**src/hdl/csp_pkg.sv**
```systemverilog
// ----------------------------------------------------------------------------
// csp_pkg
// Types and constants shared by the sensor line parser modules.
// ----------------------------------------------------------------------------
package csp_pkg;

  // input word: a received byte or a millisecond tick
  typedef struct packed {
    logic       cmd;
    logic [7:0] rx_byte;
  } in_word_t;

  // result word, one per input word
  typedef struct packed {
    logic signed [8:0]  error_x;
    logic [13:0]        distance;
    logic signed [15:0] object_type;
    logic               online;
    logic               frame_valid;
  } out_word_t;

  // line parser to link tracker: a completed, range-checked line
  typedef struct packed {
    logic               accept;
    logic signed [8:0]  error_x;
    logic [13:0]        distance;
    logic signed [15:0] object_type;
  } frame_t;

  // field scan phase
  typedef enum logic [2:0] {
    PH_BLANKS = 3'b001,
    PH_DIGITS = 3'b010,
    PH_DONE   = 3'b100
  } phase_t;

  localparam logic CMD_BYTE = 1'b0;
  localparam logic CMD_TICK = 1'b1;

  localparam logic [7:0] CH_NUL   = 8'h00;
  localparam logic [7:0] CH_TAB   = 8'h09;
  localparam logic [7:0] CH_LF    = 8'h0A;
  localparam logic [7:0] CH_VT    = 8'h0B;
  localparam logic [7:0] CH_FF    = 8'h0C;
  localparam logic [7:0] CH_CR    = 8'h0D;
  localparam logic [7:0] CH_SPACE = 8'h20;
  localparam logic [7:0] CH_PLUS  = 8'h2B;
  localparam logic [7:0] CH_COMMA = 8'h2C;
  localparam logic [7:0] CH_MINUS = 8'h2D;
  localparam logic [7:0] CH_ZERO  = 8'h30;
  localparam logic [7:0] CH_NINE  = 8'h39;

  localparam logic signed [15:0] ERR_MIN  = -16'sd160;
  localparam logic signed [15:0] ERR_MAX  = 16'sd160;
  localparam logic signed [15:0] DIST_MIN = 16'sd0;
  localparam logic signed [15:0] DIST_MAX = 16'sd10000;
  localparam logic signed [20:0] ACC_MAX  = 21'sd32767;
  localparam logic signed [20:0] ACC_MIN  = -21'sd32768;

  localparam logic [1:0]  LAST_FIELD      = 2'd2;
  localparam logic [15:0] TIMEOUT_DEFAULT = 16'd500;
  localparam logic [15:0] TICKS_MAX       = 16'hFFFF;

endpackage

```
**src/hdl/csp_line_parser.sv**
```systemverilog
// ----------------------------------------------------------------------------
// csp_line_parser
// Byte-level CSV line state: capacity count, field scan and accumulators.
// ----------------------------------------------------------------------------
module csp_line_parser #(
  parameter int LINE_CAPACITY = 32
) (
  input  logic            clk,
  input  logic            rst_n,
  input  logic            step_en,
  input  csp_pkg::in_word_t word,
  output csp_pkg::frame_t frame
);
  import csp_pkg::*;

  localparam int CNT_W = $clog2(LINE_CAPACITY);
  localparam logic [CNT_W-1:0] CNT_LAST = CNT_W'(LINE_CAPACITY - 1);

  logic [CNT_W-1:0]   count_r, count_nxt;
  logic [1:0]         idx_r, idx_nxt;
  phase_t             phase_r, phase_nxt;
  logic               neg_r, neg_nxt;
  logic               term_r, term_nxt;
  logic signed [15:0] acc_r [3];
  logic signed [15:0] acc_nxt [3];

  logic [1:0]         f;
  logic signed [15:0] acc_sel;
  logic signed [20:0] acc_ext, prod, sum, sat;
  logic signed [20:0] digit;
  logic               is_digit, is_blank, is_sign, range_ok;
  logic [7:0]         c;

  assign c        = word.rx_byte;
  assign f        = (idx_r == 2'd3) ? LAST_FIELD : idx_r;
  assign acc_sel  = acc_r[f];
  assign acc_ext  = {{5{acc_sel[15]}}, acc_sel};
  assign prod     = (acc_ext <<< 3) + (acc_ext <<< 1);
  assign digit    = {17'd0, c[3:0]};
  assign sum      = neg_r ? prod - digit : prod + digit;
  assign sat      = (sum > ACC_MAX) ? ACC_MAX : ((sum < ACC_MIN) ? ACC_MIN : sum);
  assign is_digit = (c >= CH_ZERO) && (c <= CH_NINE);
  assign is_blank = (c == CH_SPACE) || (c == CH_TAB) || (c == CH_VT) || (c == CH_FF);
  assign is_sign  = (c == CH_PLUS) || (c == CH_MINUS);
  assign range_ok = (acc_r[0] >= ERR_MIN) && (acc_r[0] <= ERR_MAX) &&
                    (acc_r[1] >= DIST_MIN) && (acc_r[1] <= DIST_MAX);

  always_comb begin
    count_nxt = count_r;
    idx_nxt   = idx_r;
    phase_nxt = phase_r;
    neg_nxt   = neg_r;
    term_nxt  = term_r;
    for (int i = 0; i < 3; i++) acc_nxt[i] = acc_r[i];

    frame.accept      = 1'b0;
    frame.error_x     = acc_r[0][8:0];
    frame.distance    = acc_r[1][13:0];
    frame.object_type = acc_r[2];

    if (step_en && word.cmd == CMD_BYTE && c != CH_CR) begin
      if (c == CH_LF || count_r >= CNT_LAST) begin
        frame.accept = (c == CH_LF) && (idx_r == LAST_FIELD) && range_ok;
        count_nxt = '0;
        idx_nxt   = '0;
        phase_nxt = PH_BLANKS;
        neg_nxt   = 1'b0;
        term_nxt  = 1'b0;
        for (int i = 0; i < 3; i++) acc_nxt[i] = '0;
      end else begin
        count_nxt = count_r + 1'b1;
        if (!term_r) begin
          // atoi-style scan of the current field
          if (c == CH_NUL) begin
            term_nxt = 1'b1;
          end else if (c == CH_COMMA && idx_r < LAST_FIELD) begin
            idx_nxt   = idx_r + 1'b1;
            phase_nxt = PH_BLANKS;
            neg_nxt   = 1'b0;
          end else if (phase_r != PH_DONE) begin
            if (is_digit) begin
              acc_nxt[f] = sat[15:0];
              phase_nxt  = PH_DIGITS;
            end else if (phase_r == PH_BLANKS && is_blank) begin
              phase_nxt = PH_BLANKS;
            end else if (phase_r == PH_BLANKS && is_sign) begin
              neg_nxt   = (c == CH_MINUS);
              phase_nxt = PH_DIGITS;
            end else begin
              phase_nxt = PH_DONE;
            end
          end
        end
      end
    end
  end

  always_ff @(posedge clk) begin
    if (!rst_n) begin
      count_r <= '0;
      idx_r   <= '0;
      phase_r <= PH_BLANKS;
      neg_r   <= 1'b0;
      term_r  <= 1'b0;
      for (int i = 0; i < 3; i++) acc_r[i] <= '0;
    end else begin
      count_r <= count_nxt;
      idx_r   <= idx_nxt;
      phase_r <= phase_nxt;
      neg_r   <= neg_nxt;
      term_r  <= term_nxt;
      for (int i = 0; i < 3; i++) acc_r[i] <= acc_nxt[i];
    end
  end

endmodule

```
**src/hdl/csp_link_tracker.sv**
```systemverilog
// ----------------------------------------------------------------------------
// csp_link_tracker
// Held frame values, tick counter and online/timeout status.
// ----------------------------------------------------------------------------
module csp_link_tracker (
  input  logic              clk,
  input  logic              rst_n,
  input  logic              step_en,
  input  logic              cmd,
  input  logic [15:0]       timeout_ms,
  input  csp_pkg::frame_t   frame,
  output csp_pkg::out_word_t result
);
  import csp_pkg::*;

  logic signed [8:0]  err_r, err_nxt;
  logic [13:0]        dist_r, dist_nxt;
  logic signed [15:0] obj_r, obj_nxt;
  logic               online_r, online_nxt;
  logic [15:0]        ticks_r, ticks_nxt;

  always_comb begin
    err_nxt    = err_r;
    dist_nxt   = dist_r;
    obj_nxt    = obj_r;
    online_nxt = online_r;
    ticks_nxt  = ticks_r;
    if (step_en) begin
      if (cmd == CMD_TICK) begin
        if (ticks_r != TICKS_MAX) ticks_nxt = ticks_r + 1'b1;
        if (ticks_nxt > timeout_ms) begin
          online_nxt = 1'b0;
          obj_nxt    = '0;
        end
      end else if (frame.accept) begin
        err_nxt    = frame.error_x;
        dist_nxt   = frame.distance;
        obj_nxt    = frame.object_type;
        online_nxt = 1'b1;
        ticks_nxt  = '0;
      end
    end
    result.error_x     = err_nxt;
    result.distance    = dist_nxt;
    result.object_type = obj_nxt;
    result.online      = online_nxt;
    result.frame_valid = step_en && (cmd == CMD_BYTE) && frame.accept;
  end

  always_ff @(posedge clk) begin
    if (!rst_n) begin
      err_r    <= '0;
      dist_r   <= '0;
      obj_r    <= '0;
      online_r <= 1'b0;
      ticks_r  <= '0;
    end else begin
      err_r    <= err_nxt;
      dist_r   <= dist_nxt;
      obj_r    <= obj_nxt;
      online_r <= online_nxt;
      ticks_r  <= ticks_nxt;
    end
  end

endmodule

```
**src/hdl/csv_sensor_line_parser.sv**
```systemverilog
// ----------------------------------------------------------------------------
// csv_sensor_line_parser
// Streaming parser for "error,distance,object" report lines with link timeout.
//
//   channel  direction  handshake              word
//   in_      input      in_valid / in_ready    byte or millisecond tick
//   out_     output     out_valid / out_ready  held values, online, frame_valid
//   cfg_     input      cfg_we                 timeout_ms
//
// One word per cycle while the output is not stalled: an input register feeds
// the parse/update logic, whose result is loaded into the output register in
// the same cycle it is applied; out_valid is set by that output register load.
// Reset (rst_n low, synchronous) clears both registers, the line state and
// the link state; timeout_ms returns to 500. A stalled output holds the input
// register, and in_ready drops only while both stages are full.
// ----------------------------------------------------------------------------
module csv_sensor_line_parser #(
  parameter int LINE_CAPACITY = 32
) (
  input  logic               clk,
  input  logic               rst_n,
  input  logic               in_valid,
  output logic               in_ready,
  input  csp_pkg::in_word_t  in_word,
  output logic               out_valid,
  input  logic               out_ready,
  output csp_pkg::out_word_t out_word,
  input  logic               cfg_we,
  input  logic [15:0]        cfg_wdata
);
  import csp_pkg::*;

  logic       in_valid_r;
  in_word_t   in_word_r;
  logic       out_valid_r;
  out_word_t  out_word_r;
  logic [15:0] timeout_r;
  logic       step_en;
  frame_t     frame;
  out_word_t  result;

  // a word is applied when the output register is free or being emptied
  assign step_en  = in_valid_r && (!out_valid_r || out_ready);
  assign in_ready = !in_valid_r || step_en;

  assign out_valid = out_valid_r;
  assign out_word  = out_word_r;

  csp_line_parser #(
    .LINE_CAPACITY(LINE_CAPACITY)
  ) u_parser (
    .clk    (clk),
    .rst_n  (rst_n),
    .step_en(step_en),
    .word   (in_word_r),
    .frame  (frame)
  );

  csp_link_tracker u_link (
    .clk       (clk),
    .rst_n     (rst_n),
    .step_en   (step_en),
    .cmd       (in_word_r.cmd),
    .timeout_ms(timeout_r),
    .frame     (frame),
    .result    (result)
  );

  always_ff @(posedge clk) begin
    if (!rst_n) begin
      timeout_r <= TIMEOUT_DEFAULT;
    end else if (cfg_we) begin
      timeout_r <= cfg_wdata;
    end
  end

  always_ff @(posedge clk) begin
    if (!rst_n) begin
      in_valid_r <= 1'b0;
    end else if (in_ready) begin
      in_valid_r <= in_valid;
    end
  end

  always_ff @(posedge clk) begin
    if (in_ready && in_valid) in_word_r <= in_word;
  end

  always_ff @(posedge clk) begin
    if (!rst_n) begin
      out_valid_r <= 1'b0;
    end else if (step_en) begin
      out_valid_r <= 1'b1;
    end else if (out_ready) begin
      out_valid_r <= 1'b0;
    end
  end

  always_ff @(posedge clk) begin
    if (step_en) out_word_r <= result;
  end

endmodule
```
**config.mk**
```make
export PLATFORM = sky130hd
export DESIGN_NAME = csv_sensor_line_parser
export DESIGN_NICKNAME = d
export VERILOG_FILES = /design/src/hdl/csp_pkg.sv /design/src/hdl/csp_line_parser.sv /design/src/hdl/csp_link_tracker.sv /design/src/hdl/csv_sensor_line_parser.sv
export SDC_FILE = /design/constraint.sdc
export NUM_CORES = 1
export LEC_CHECK = 0
export BUFFER_PORTS_ARGS = -buffer_cell sky130_fd_sc_hd__buf_4
export CORE_AREA = 2 2 217 112
export DETAILED_ROUTE_END_ITERATION = 8
export DIE_AREA = 0 0 219 114
export GPL_ROUTABILITY_DRIVEN = 0
export GPL_TIMING_DRIVEN = 1
export PLACE_DENSITY = 0.68
export SLEW_MARGIN = 15
export SYNTH_ARGS = -nofsm -noshare
export SYNTH_HDL_FRONTEND = slang
export SYNTH_SLANG_ARGS = --single-unit
```
**constraint.sdc**
```tcl
create_clock -name clk -period 5.73 [get_ports clk]
set_input_delay 0.2865 -clock clk [delete_from_list [all_inputs] [get_ports clk]]
set_output_delay 0.2865 -clock clk [all_outputs]
set_load 0.005 [all_outputs]
```
==> results of run 1 <==
==> cells by family after synthesis <==
family                     share of synthesized area
adders and majority gates                     0.0616
AOI/OAI and AO/OA                              0.185
muxes                                         0.0366
buffers and inverters                         0.0399
xor gates and xnor gates                      0.0295
DFF                                            0.409
and+or+nand+nor                                0.239
==> worst register-to-register path, delay by kind of cell (launching register included) <==
kind / cells / cell delay, ns
muxes: 1 / 0.28
adders and majority gates: 3 / 0.94
buffers and inverters: 1 / 0.16
DFF: 1 / 0.43
and+or+nand+nor: 5 / 1.29
AOI/OAI and AO/OA: 8 / 2.01
xor gates and xnor gates: 1 / 0.31
==> sequential cells by signal, summed over array words and instances, names as in the netlist <==
register,cells
out_valid,1
u_parser.neg_r,1
in_valid_r,1
in_word_r,9
u_link.ticks_r,16
u_link.dist_r,14
u_link.err_r,9
timeout_r,16
u_parser.idx_r,2
out_word,41
u_parser.phase_r,3
u_parser.count_r,5
u_link.online_r,1
u_parser.acc_r,48
u_link.obj_r,16
u_parser.term_r,1
==> layout by cell type (no fill, tap or decap), drive strengths merged, types with 15 or more instances in the layout <==
cell type,n
nand2,222
dfxtp,134
buf,101
o21ai,90
and2,53
edfxtp,50
inv,48
nand3,47
ha,44
nor2,40
a21oi,38
nor2b,33
mux2i,31
a21o,19
xnor2,19
clkbuf,19
nand4,18
and3,18
nor3,17
a22o,16
o211ai,15
==> layout make-up <==
class,instances,share of cell area
Clock buffer,19,0.0368
Sequential cell,184,0.355
Multi-Input combinational cell,884,0.484
Timing Repair Buffer,101,0.0644
Tap cell,315,0.0335
Clock inverter,13,0.0132
Inverter,41,0.0131
==> cells in the mapped netlist, types with 33 or more instances <==
library cell               number
sky130_fd_sc_hd__nand2_1      222
sky130_fd_sc_hd__dfxtp_1      134
sky130_fd_sc_hd__o21ai_0       51
sky130_fd_sc_hd__edfxtp_1      50
sky130_fd_sc_hd__nand3_1       47
sky130_fd_sc_hd__ha_1          44
sky130_fd_sc_hd__and2_1        43
sky130_fd_sc_hd__clkbuf_1      42
sky130_fd_sc_hd__inv_1         41
sky130_fd_sc_hd__nor2_1        39
sky130_fd_sc_hd__a21oi_1       38
sky130_fd_sc_hd__nor2b_1       33
==> how the worst max path moves through the flow <==
stage | to | cells past startpoint | slack [ns]
3_5_place_dp | u_parser.acc_r[0][14] | 19 | 0.1
6_report | u_parser.acc_r[0][0] | 19 | 0.23
2_1_floorplan | u_parser.acc_r[2][6] | 22 | 0.28
4_1_cts | u_parser.acc_r[0][0] | 19 | 0.05
5_1_grt | u_parser.acc_r[1][0] | 19 | -0.02
3_3_place_gp | u_parser.acc_r[2][0] | 18 | 0.21
==> repair_timing <==
item,CTS,global route
setup endpoints to repair,0,45
resized for setup,0,13
hold buffers,0,0
setup buffers,0,3
endpoints found under the hold margin,0,0
==> layer usage <==
layer	up-vias	GRT usage	part of all wire
li1	4279	-	-
met1	4095	0.400	0.54
met2	407	0.272	0.34
met3	18	0.0776	0.12
met4	0	0.0401	0.0059
met5	-	0	0
==> where the power goes <==
group	switching (mW)	total [mW]	leakage (nW)	internal (mW)
registers	0.0141	1.37	1.55	1.36
clock network	0.565	1.19	0.286	0.623
logic	0.0716	0.129	2.99	0.0573
total	0.651	2.69	4.83	2.04
==> impl_results.md, run 1 <==
- Final total power: 2.69 mW
- Inserted Diodes: 0
- Cell count after synthesis: about 1,200
- Post-detailed-route count of antenna-violating nets: 0
- Final nets: approximately 1,300
- Area used by sequential logic in the layout: between 4000 and 5000 µm²
- Routed via count: between 8,000 and 9,000
- Worst path cell trace: ha_1, buf_4, mux2i_1, o21ai_0, ha_1, fa_1, a21o_1, a21oi_1, xnor3_1, a2111o_1, a2111o_1, a221o_1, or4b_1, nand4_1, nor3_1, or3_1, a21o_2, and2_1, o21ai_0
- Endpoint of the lowest-slack register-to-register path: u_parser.acc_r[0][0]
- Average cell area after synthesis: 8.77 µm²
- Hold Path Depth: 1
- Ratio of total power to cell area: roughly 230 nW/µm²
- Worst R2R Path Depth: 19
- YS warnings: 0
- Via-to-Cell Ratio: approximately 5.7
- Syn_nets: 1,244
- Area growth from synthesis to layout: 15.1%
- Final setup skew: 0.0139 ns
- Count of different cell masters after synthesis: 86
- Worst Hold End: in_word_r[2]
- Final max-slew violation count: 0
- Number of sinks driven by the clock tree: around 180
- Final global-route overflow total: 0
- Detailed-routing iteration count for the pre-antenna-repair pass: 5
- Filler Cell Count: between 2,000 and 2,500
- Startpoint types: flop
- Standby leakage power: between 4 and 5 nW
- Core Box Area: between 20,000 and 25,000 µm²
- Leading post-synthesis cells by cell area: sky130_fd_sc_hd__dfxtp_1, sky130_fd_sc_hd__edfxtp_1, sky130_fd_sc_hd__nand2_1, sky130_fd_sc_hd__ha_1, sky130_fd_sc_hd__mux2i_1
- Post-placement cell area: 11,100 µm²
- Max-Cap Viols: 0
- Chip height: 114 µm
- Pin count of the biggest net entering global routing: 79
- Horizontal die dimension: between 200 and 250 µm
- Minimum hold slack: roughly 0.02 ns
- Vias in the first global route: about 7,700
- DRT iter0 DRCs: slightly below 1,000
- Final Core Density: 0.505
- Area of all placed cells without fillers: ~12,000 µm²
- I/O Buffers: 72
- Area occupied by multi-input gates: about 5700 µm²
- Number of standard cells in the layout, taps in and fillers out: around 1,600
- Buffers and inverters on the worst path: 1
- Main flop type after synthesis: sky130_fd_sc_hd__dfxtp_1
- Share of Yosys cell area claimed by the top area cell type: 0.262
- Peak clock frequency supported by timing: 182 MHz
- Setup slack of the critical path after layout: 0.231 ns
- Number of placed cells counting well taps: 1,522
- Global Route Usage Sum: 0.236
- Antenna violations before repair: 0
- Routed wire length: slightly below 30,000 µm
- Inserted Clock Buffers: 17
- Fraction of final layout cells sized beyond drive strength 1: 0.149
- Starting density of the core: 0.439
- Register clock-pin slew on the reported worst setup and hold paths: approximately 0.08 ns
- Final worst path period need: 5.50 ns
- Average detailed-routed wire length per instance: about 19 µm
- Max stage delay cell, worst path: sky130_fd_sc_hd__or4b_1
- Yosys top cell by area: sky130_fd_sc_hd__dfxtp_1
- Maximum level of the CTS H-tree: 4
- Type of element capturing the critical path: flop
- Worst slack at placement: 0.0987 ns
- Post-synth EDFFs: 50
- Slew margin rel.: 0.375
- Floorplan die area: ~25,000 µm²
- Worst Max-Slew Pin Slew: 0.930 ns
- Crit path largest cell delay: just under 0.5 ns
- TritonCTS clock tree: yes
- Result of the run: complete, no violations
- Syn Std Cell Area: approximately 10,000 µm²
- Period utilization: 0.960
- Hold WC Path Type: in2reg
- CP required: between 6 and 7 ns
- Critical setup path kind: reg2reg
- Part of the Yosys area used for sequential elements: 0.409
- Hold_sp: in_word[2]
- Global-route wire length before repair: ~45,000 µm
- Buffer depth of the longest clock path: 2
- Flip-flop and latch count after synthesis: around 180
- Number of hold violations in the final report: 0
- Register-to-register setup slack: 0.23 ns
- Final setup TNS: 0 ns
- Number of top-level design ports: 73
- Critical-path maximum fanout: 15
- Num rows: 40
- Worst path arrival time: slightly below 6 ns
- Remaining design rule violation count: 0
- Worst path top cell family by delay: compound AO/OA/AOI/OAI gates
- CTS Root Cell: sky130_fd_sc_hd__clkbuf_16
- Hpwl dp: ~21,000 µm
- Worst-case vdd ir drop: about 170 µV
- Startpoint of the most critical setup path: u_parser.idx_r[0]
- Proportion of register bits with asynchronous set or reset after synthesis: 0
- Worst reg2reg startpoint: u_parser.idx_r[0]
- Clock network latency to the later pin of the worst-skew pair: around 0.44 ns
- Setup violations, final: 0
(Power assumes the default switching activity.)
==> run 2: changes to the inputs <==
--- a/config.mk
+++ b/config.mk
@@ -13,3 +13,3 @@
 export GPL_TIMING_DRIVEN = 1
-export PLACE_DENSITY = 0.68
+export PLACE_DENSITY = 0.66
 export SLEW_MARGIN = 15
==> constraint.sdc (replaced) <==
create_clock -name clk -period 5.8 [get_ports clk]
set_input_delay 0.29 -clock clk [delete_from_list [all_inputs] [get_ports clk]]
set_output_delay 0.29 -clock clk [all_outputs]
set_load 0.1 [all_outputs]
==> run 2 against run 1 <==
Effect of this change: critical path depth unchanged; via count increased by 1.4%; register-to-register slack improved by 0.06 ns; power down 0.76%; global-route usage is 0.35 points lower; highest routed layer unchanged; sequential share of layout area increased by 0.19 points; critical path type unchanged; hold slack improved by 0.012 ns; die area unchanged.
==> impl_results.md, run 2 (synthesis results as in run 1) <==
- Starting density of the core: 0.439
- Max stage delay cell, worst path: sky130_fd_sc_hd__or4b_1
- Inserted Diodes: 0
- Critical setup path kind: reg2reg
- Ratio of total power to cell area: 228 nW/µm²
- Peak clock frequency supported by timing: about 180 MHz
- Filler Cell Count: 2,192
- Result of the run: complete, no violations
- Pin count of the biggest net entering global routing: 79
- Final setup skew: around 0.017 ns
- Routed metal-1 wirelength: 15,600 µm
- Type of element capturing the critical path: flop
- Post-detailed-route count of antenna-violating nets: 0
- Register clock-pin slew on the reported worst setup and hold paths: approximately 0.07 ns
- Crit path largest cell delay: between 0.5 and 0.6 ns
- Setup violations, final: 0
- Number of top-level design ports: 73
- Remaining design rule violation count: 0
- Number of hold violations in the final report: 0
- TritonCTS clock tree: yes
- Vias in the first global route: 7,817
- Startpoint types: flop
- Hold WC Path Type: in2reg
- Area used by sequential logic in the layout: between 4000 and 5000 µm²
- Worst path arrival time: 5.86 ns
- Chip height: around 110 µm
- Most common cell after layout, fill and taps aside: sky130_fd_sc_hd__nand2_1
- Max reg flops: 48
- Final worst path period need: 5.51 ns
- Final Core Density: 0.502
- Slew margin rel.: 0.422
- Routed wire length: 28,600 µm
- Final global-route overflow total: 0
- Number of sinks driven by the clock tree: 184
- Via-to-Cell Ratio: 5.75
- Final max-slew violation count: 0
- Global-route wire length before repair: between 40,000 and 50,000 µm
- Worst path cell trace: ha_2, or2_1, buf_4, o21ai_1, ha_1, a21oi_1, o211ai_1, mux2_2, a21o_1, a2111o_1, a221o_1, or4b_1, nand4_1, nor3_1, or3_1, a21o_1, buf_4, and2_1, o21ai_0
- Detailed-routing iteration count for the pre-antenna-repair pass: 5
- Standby leakage power: ~4.8 nW
- Highest metal used: met4
- CTS Root Cell: sky130_fd_sc_hd__clkbuf_16
- Buffer depth of the longest clock path: 2
- Area growth from synthesis to layout: 14.4%
- Worst slack at placement: approximately 0.3 ns
- Met3 Routed Length: ~3200 µm
- Average detailed-routed wire length per instance: roughly 18 µm
- Antenna violations before repair: 0
- Max-Cap Viols: 0
- Critical-path maximum fanout: 18
- Global Route Usage Sum: 0.232
- Most used cells in the layout excluding fill and tap cells: sky130_fd_sc_hd__nand2_1, sky130_fd_sc_hd__dfxtp_1, sky130_fd_sc_hd__buf_4
- Num rows: 40
- I/O Buffers: between 70 and 80
- Clock network latency to the later pin of the worst-skew pair: roughly 0.44 ns
- Horizontal die dimension: 219 µm
- Floorplan die area: around 25,000 µm²
- Area occupied by multi-input gates: between 5000 and 6000 µm²
- Period utilization: 0.949
- Inserted Clock Buffers: 17
- Worst-case vdd ir drop: ~170 µV
- DRT iter0 DRCs: 1,005
- Routed via count: between 8,000 and 9,000
- Met2 wire length: approximately 9600 µm
- Worst Max-Slew Pin Slew: around 0.86 ns
- Core Box Area: approximately 23,000 µm²
- Maximum level of the CTS H-tree: 4
- CP required: 6.16 ns
- Count of hold-fix buffers inserted at cts: 0
- Largest register by flop count: u_parser.acc_r
- Setup slack of the critical path after layout: 0.294 ns
- Final nets: approximately 1,300
- Fraction of final layout cells sized beyond drive strength 1: 0.146
- Hpwl dp: approximately 22,000 µm
-- run 2: cell types whose count changed in the layout (fill, tap and decap cells not counted), sizes merged --
cell	change
inv	-2
bufinv	-1
clkbuf	+1
clkinvlp	-1
clkinv	+3
buf	-5
-- run 2: stage by stage --
stage	instances	hold WS, ns	TNS (ns)	cell area, µm²	power, mW
after floorplan	1167	0.389	0	10200	1.54
after global placement	1519	0.461	0	11100	1.60
after detailed placement	1519	0.457	0	11100	1.60
after CTS	1551	0.0176	0	11600	2.69
after global routing	1552	0.0129	-0.00258	11700	2.76
final	1552	0.0319	0	11700	2.67
-- run 2: area by class of cell --
class	count	share of cell area
multi-input combinational	884	0.487
sequential	184	0.357
timing repair buffer	96	0.0615
clock buffer	20	0.0381
tap	315	0.0337
inverter	41	0.0131
clock inverter	12	0.00940
-- run 2: worst max-delay path: cells and delay by family, from the launching register on --
family	cells	cell delay, ns
AOI/OAI and AO/OA	8	2.17
adders and majority gates	2	0.58
buffers and inverters	2	0.42
DFF	1	0.37
muxes	1	0.30
and+or+nand+nor	6	1.56
-- run 2: metal layers --
| layer | vias to the layer above | GRT usage |
|---|---|---|
| met5 | - | 0 |
| met4 | 0 | 0.0414 |
| met3 | 18 | 0.0723 |
| met2 | 414 | 0.267 |
| met1 | 4211 | 0.397 |
| li1 | 4277 | - |
-- run 2: where the power goes --
part / leakage [nW] / internal [mW] / total (mW) / switching [mW]
registers: 1.55 / 1.34 / 1.36 / 0.0137
clock network: 0.276 / 0.575 / 1.10 / 0.522
logic: 2.99 / 0.0573 / 0.216 / 0.159
-- run 2: timing repair --
item                                    CTS  global route
endpoints found under the setup margin    0            45
gates resized for setup                   0            13
setup buffers                             0             1
-- run 2: worst paths after layout --
kind	end	start	cells after the start	slack, ns
setup / recovery	u_parser.acc_r[1][0]	u_parser.idx_r[0]	19	0.29
hold reg to reg	u_parser.phase_r[0]	u_parser.phase_r[0]	1	0.48
hold / removal	in_word_r[4]	in_word[4]	1	0.03
setup reg to reg	u_parser.acc_r[1][0]	u_parser.idx_r[0]	19	0.29
==> run 3: changes to the inputs <==
Settings changed: ABC_CLOCK_PERIOD_IN_PS set to 5800, REMOVE_ABC_BUFFERS set to 1, SETUP_SLACK_MARGIN set to 0.1.
==> run 3 against run 2 <==
Effect of this change: non-clock buffer count grew 11; register-to-register slack worse by 0.09 ns; sequential cell count unchanged; sequential share of layout area fell by 0.34 points; highest routed layer unchanged; sequential power is essentially flat; clock power is essentially flat; clock skew fell by 0.0048 ns; via count grew 0.18%; fmax fell by 1.6%; critical path type unchanged; count of clock-buffer cells in the layout increased by 1; combinational power is essentially flat.
==> impl_results.md, run 3 (synthesis results as in run 1) <==
- Result of the run: complete, no violations
- Minimum hold slack: about 0.03 ns
- Remaining design rule violation count: 0
- Inserted Clock Buffers: 17
- Setup violations, final: 0
- Hpwl dp: about 22,000 µm
- Via-to-Cell Ratio: around 5.7
- Peak clock frequency supported by timing: approximately 180 MHz
- Fraction of final layout cells sized beyond drive strength 1: 0.159
- Area growth from synthesis to layout: 15.5%
- Final Core Density: 0.507
- Slew margin rel.: 0.392
- Worst Max-Slew Pin Slew: roughly 0.91 ns
- Met3 Routed Length: 3320 µm
- Clock network latency to the later pin of the worst-skew pair: roughly 0.44 ns
- Final setup skew: approximately 0.012 ns
- Count of hold-fix buffers inserted at cts: 0
- Number of sinks driven by the clock tree: between 150 and 200
- Global-route wire length before repair: 45,300 µm
- Routed metal-1 wirelength: approximately 15,000 µm
- Number of hold violations in the final report: 0
- Vias in the first global route: about 8,000
- Final nets: approximately 1,300
- Most used cells in the layout excluding fill and tap cells: sky130_fd_sc_hd__nand2_1, sky130_fd_sc_hd__dfxtp_1, sky130_fd_sc_hd__buf_4
- Type of element capturing the critical path: flop
- Standby leakage power: just under 5 nW
- Final worst path period need: ~5.6 ns
- Final setup TNS: 0 ns
- CTS Root Cell: sky130_fd_sc_hd__clkbuf_16
- Max-Cap Viols: 0
- Final global-route overflow total: 0
- Met2 wire length: ~10,000 µm
- Inserted Diodes: 0
- Number of top-level design ports: 73
- Num rows: 40
- Startpoint types: flop
- Worst path arrival time: roughly 6 ns
- I/O Buffers: 72
- Setup repair after global routing missed its margin: no
- Post-detailed-route count of antenna-violating nets: 0
- Worst-case vdd ir drop: between 200 and 250 µV
- Largest register by flop count: u_parser.acc_r
- Period utilization: 0.965
- Detailed-routing iteration count for the pre-antenna-repair pass: 5
- Chip height: roughly 110 µm
- Max reg flops: 48
- Critical-path maximum fanout: 15
- Horizontal die dimension: between 200 and 250 µm
- Register clock-pin slew on the reported worst setup and hold paths: 0.07 ns
- Most common cell after layout, fill and taps aside: sky130_fd_sc_hd__nand2_1
- Highest metal used: met4
- Starting density of the core: 0.439
- Routed via count: between 8,000 and 9,000
- TritonCTS clock tree: yes
- Routed wire length: around 29,000 µm
- Floorplan die area: 25,000 µm²
- Average detailed-routed wire length per instance: roughly 18 µm
- CP required: between 6 and 7 ns
- Ratio of total power to cell area: approximately 230 nW/µm²
- Global Route Usage Sum: 0.235
- Critical setup path kind: reg2reg
- Final max-slew violation count: 0
- Final total power: roughly 2.7 mW
- Hold WC Path Type: in2reg
- Core Box Area: ~23,000 µm²
- Maximum level of the CTS H-tree: 4
- Buffer depth of the longest clock path: 2
- DRT iter0 DRCs: between 800 and 900
- Antenna violations before repair: 0
- Pin count of the biggest net entering global routing: just under 80
-- run 3: changes by cell type in the layout (fill, tap and decap cells not counted), sizes merged --
cell,previous run,this run
clkinv,7,4
clkinvlp,0,1
inv,46,47
buf,96,107
clkbuf,20,21
-- run 3: what timing repair did --
| item | 4_1_cts | 5_1_grt |
|---|---|---|
| resized for setup | 2 | 19 |
| pin swaps | 0 | 3 |
| buffers inserted | 0 | 2 |
| setup endpoints to repair | 45 | 48 |
-- run 3: area by class of cell --
type                    instances  area [µm²]
fillers                      2217       11500
multi-input cells             884        5740
flip-flops and latches        184        4180
repair buffers                107         803
clock buffers                  21         460
well taps                     315         394
inverters                      41         154
clock inverters                11        85.1
-- run 3: worst max-delay path, stage by stage (launching register included) --
cell and delay [ns]:
sky130_fd_sc_hd__dfxtp_1 0.38, sky130_fd_sc_hd__inv_1 0.21, sky130_fd_sc_hd__ha_2 0.34, sky130_fd_sc_hd__mux2i_2 0.31
sky130_fd_sc_hd__o21a_4 0.22, sky130_fd_sc_hd__inv_1 0.13, sky130_fd_sc_hd__ha_1 0.32, sky130_fd_sc_hd__a21oi_2 0.27
sky130_fd_sc_hd__o21ai_0 0.17, sky130_fd_sc_hd__o31a_1 0.32, sky130_fd_sc_hd__and4b_1 0.25, sky130_fd_sc_hd__or3_4 0.42
sky130_fd_sc_hd__a221o_1 0.36, sky130_fd_sc_hd__or4b_1 0.52, sky130_fd_sc_hd__nand4_1 0.12, sky130_fd_sc_hd__nor3_1 0.05
sky130_fd_sc_hd__or3_1 0.35, sky130_fd_sc_hd__a21o_2 0.35, sky130_fd_sc_hd__and2_1 0.21, sky130_fd_sc_hd__o21ai_0 0.19
-- run 3: where the power goes --
part	leakage (nW)	internal, mW	switching, mW
Combinational	3.03	0.0582	0.159
Sequential	1.55	1.34	0.0143
Clock	0.270	0.578	0.515
Total	4.85	1.98	0.689
-- run 3: final timing paths --
kind / from / slack, ns / cells after the start / endpoint
worst max register to register: u_parser.idx_r[1] / 0.20 / 19 / u_parser.acc_r[1][3]
worst min-delay path: in_word[0] / 0.03 / 1 / in_word_r[0]
worst min register to register: u_parser.phase_r[0] / 0.48 / 1 / u_parser.phase_r[0]
worst max-delay path: u_parser.idx_r[1] / 0.20 / 19 / u_parser.acc_r[1][3]
-- run 3: layer usage --
layer	up-vias	track usage
met5	-	0
met4	0	0.0423
li1	4308	-
met3	14	0.0768
met2	423	0.274
met1	4191	0.396
-- run 3: metrics by stage --
step	cells	worst slack, ns	area, µm²
3_3_place_gp	1529	0.228	11200
4_1_cts	1561	0.125	11700
2_1_floorplan	1109	-0.00459	9980
3_5_place_dp	1529	0.0684	11200
5_1_grt	1563	0.0767	11800
6_report	1563	0.203	11800
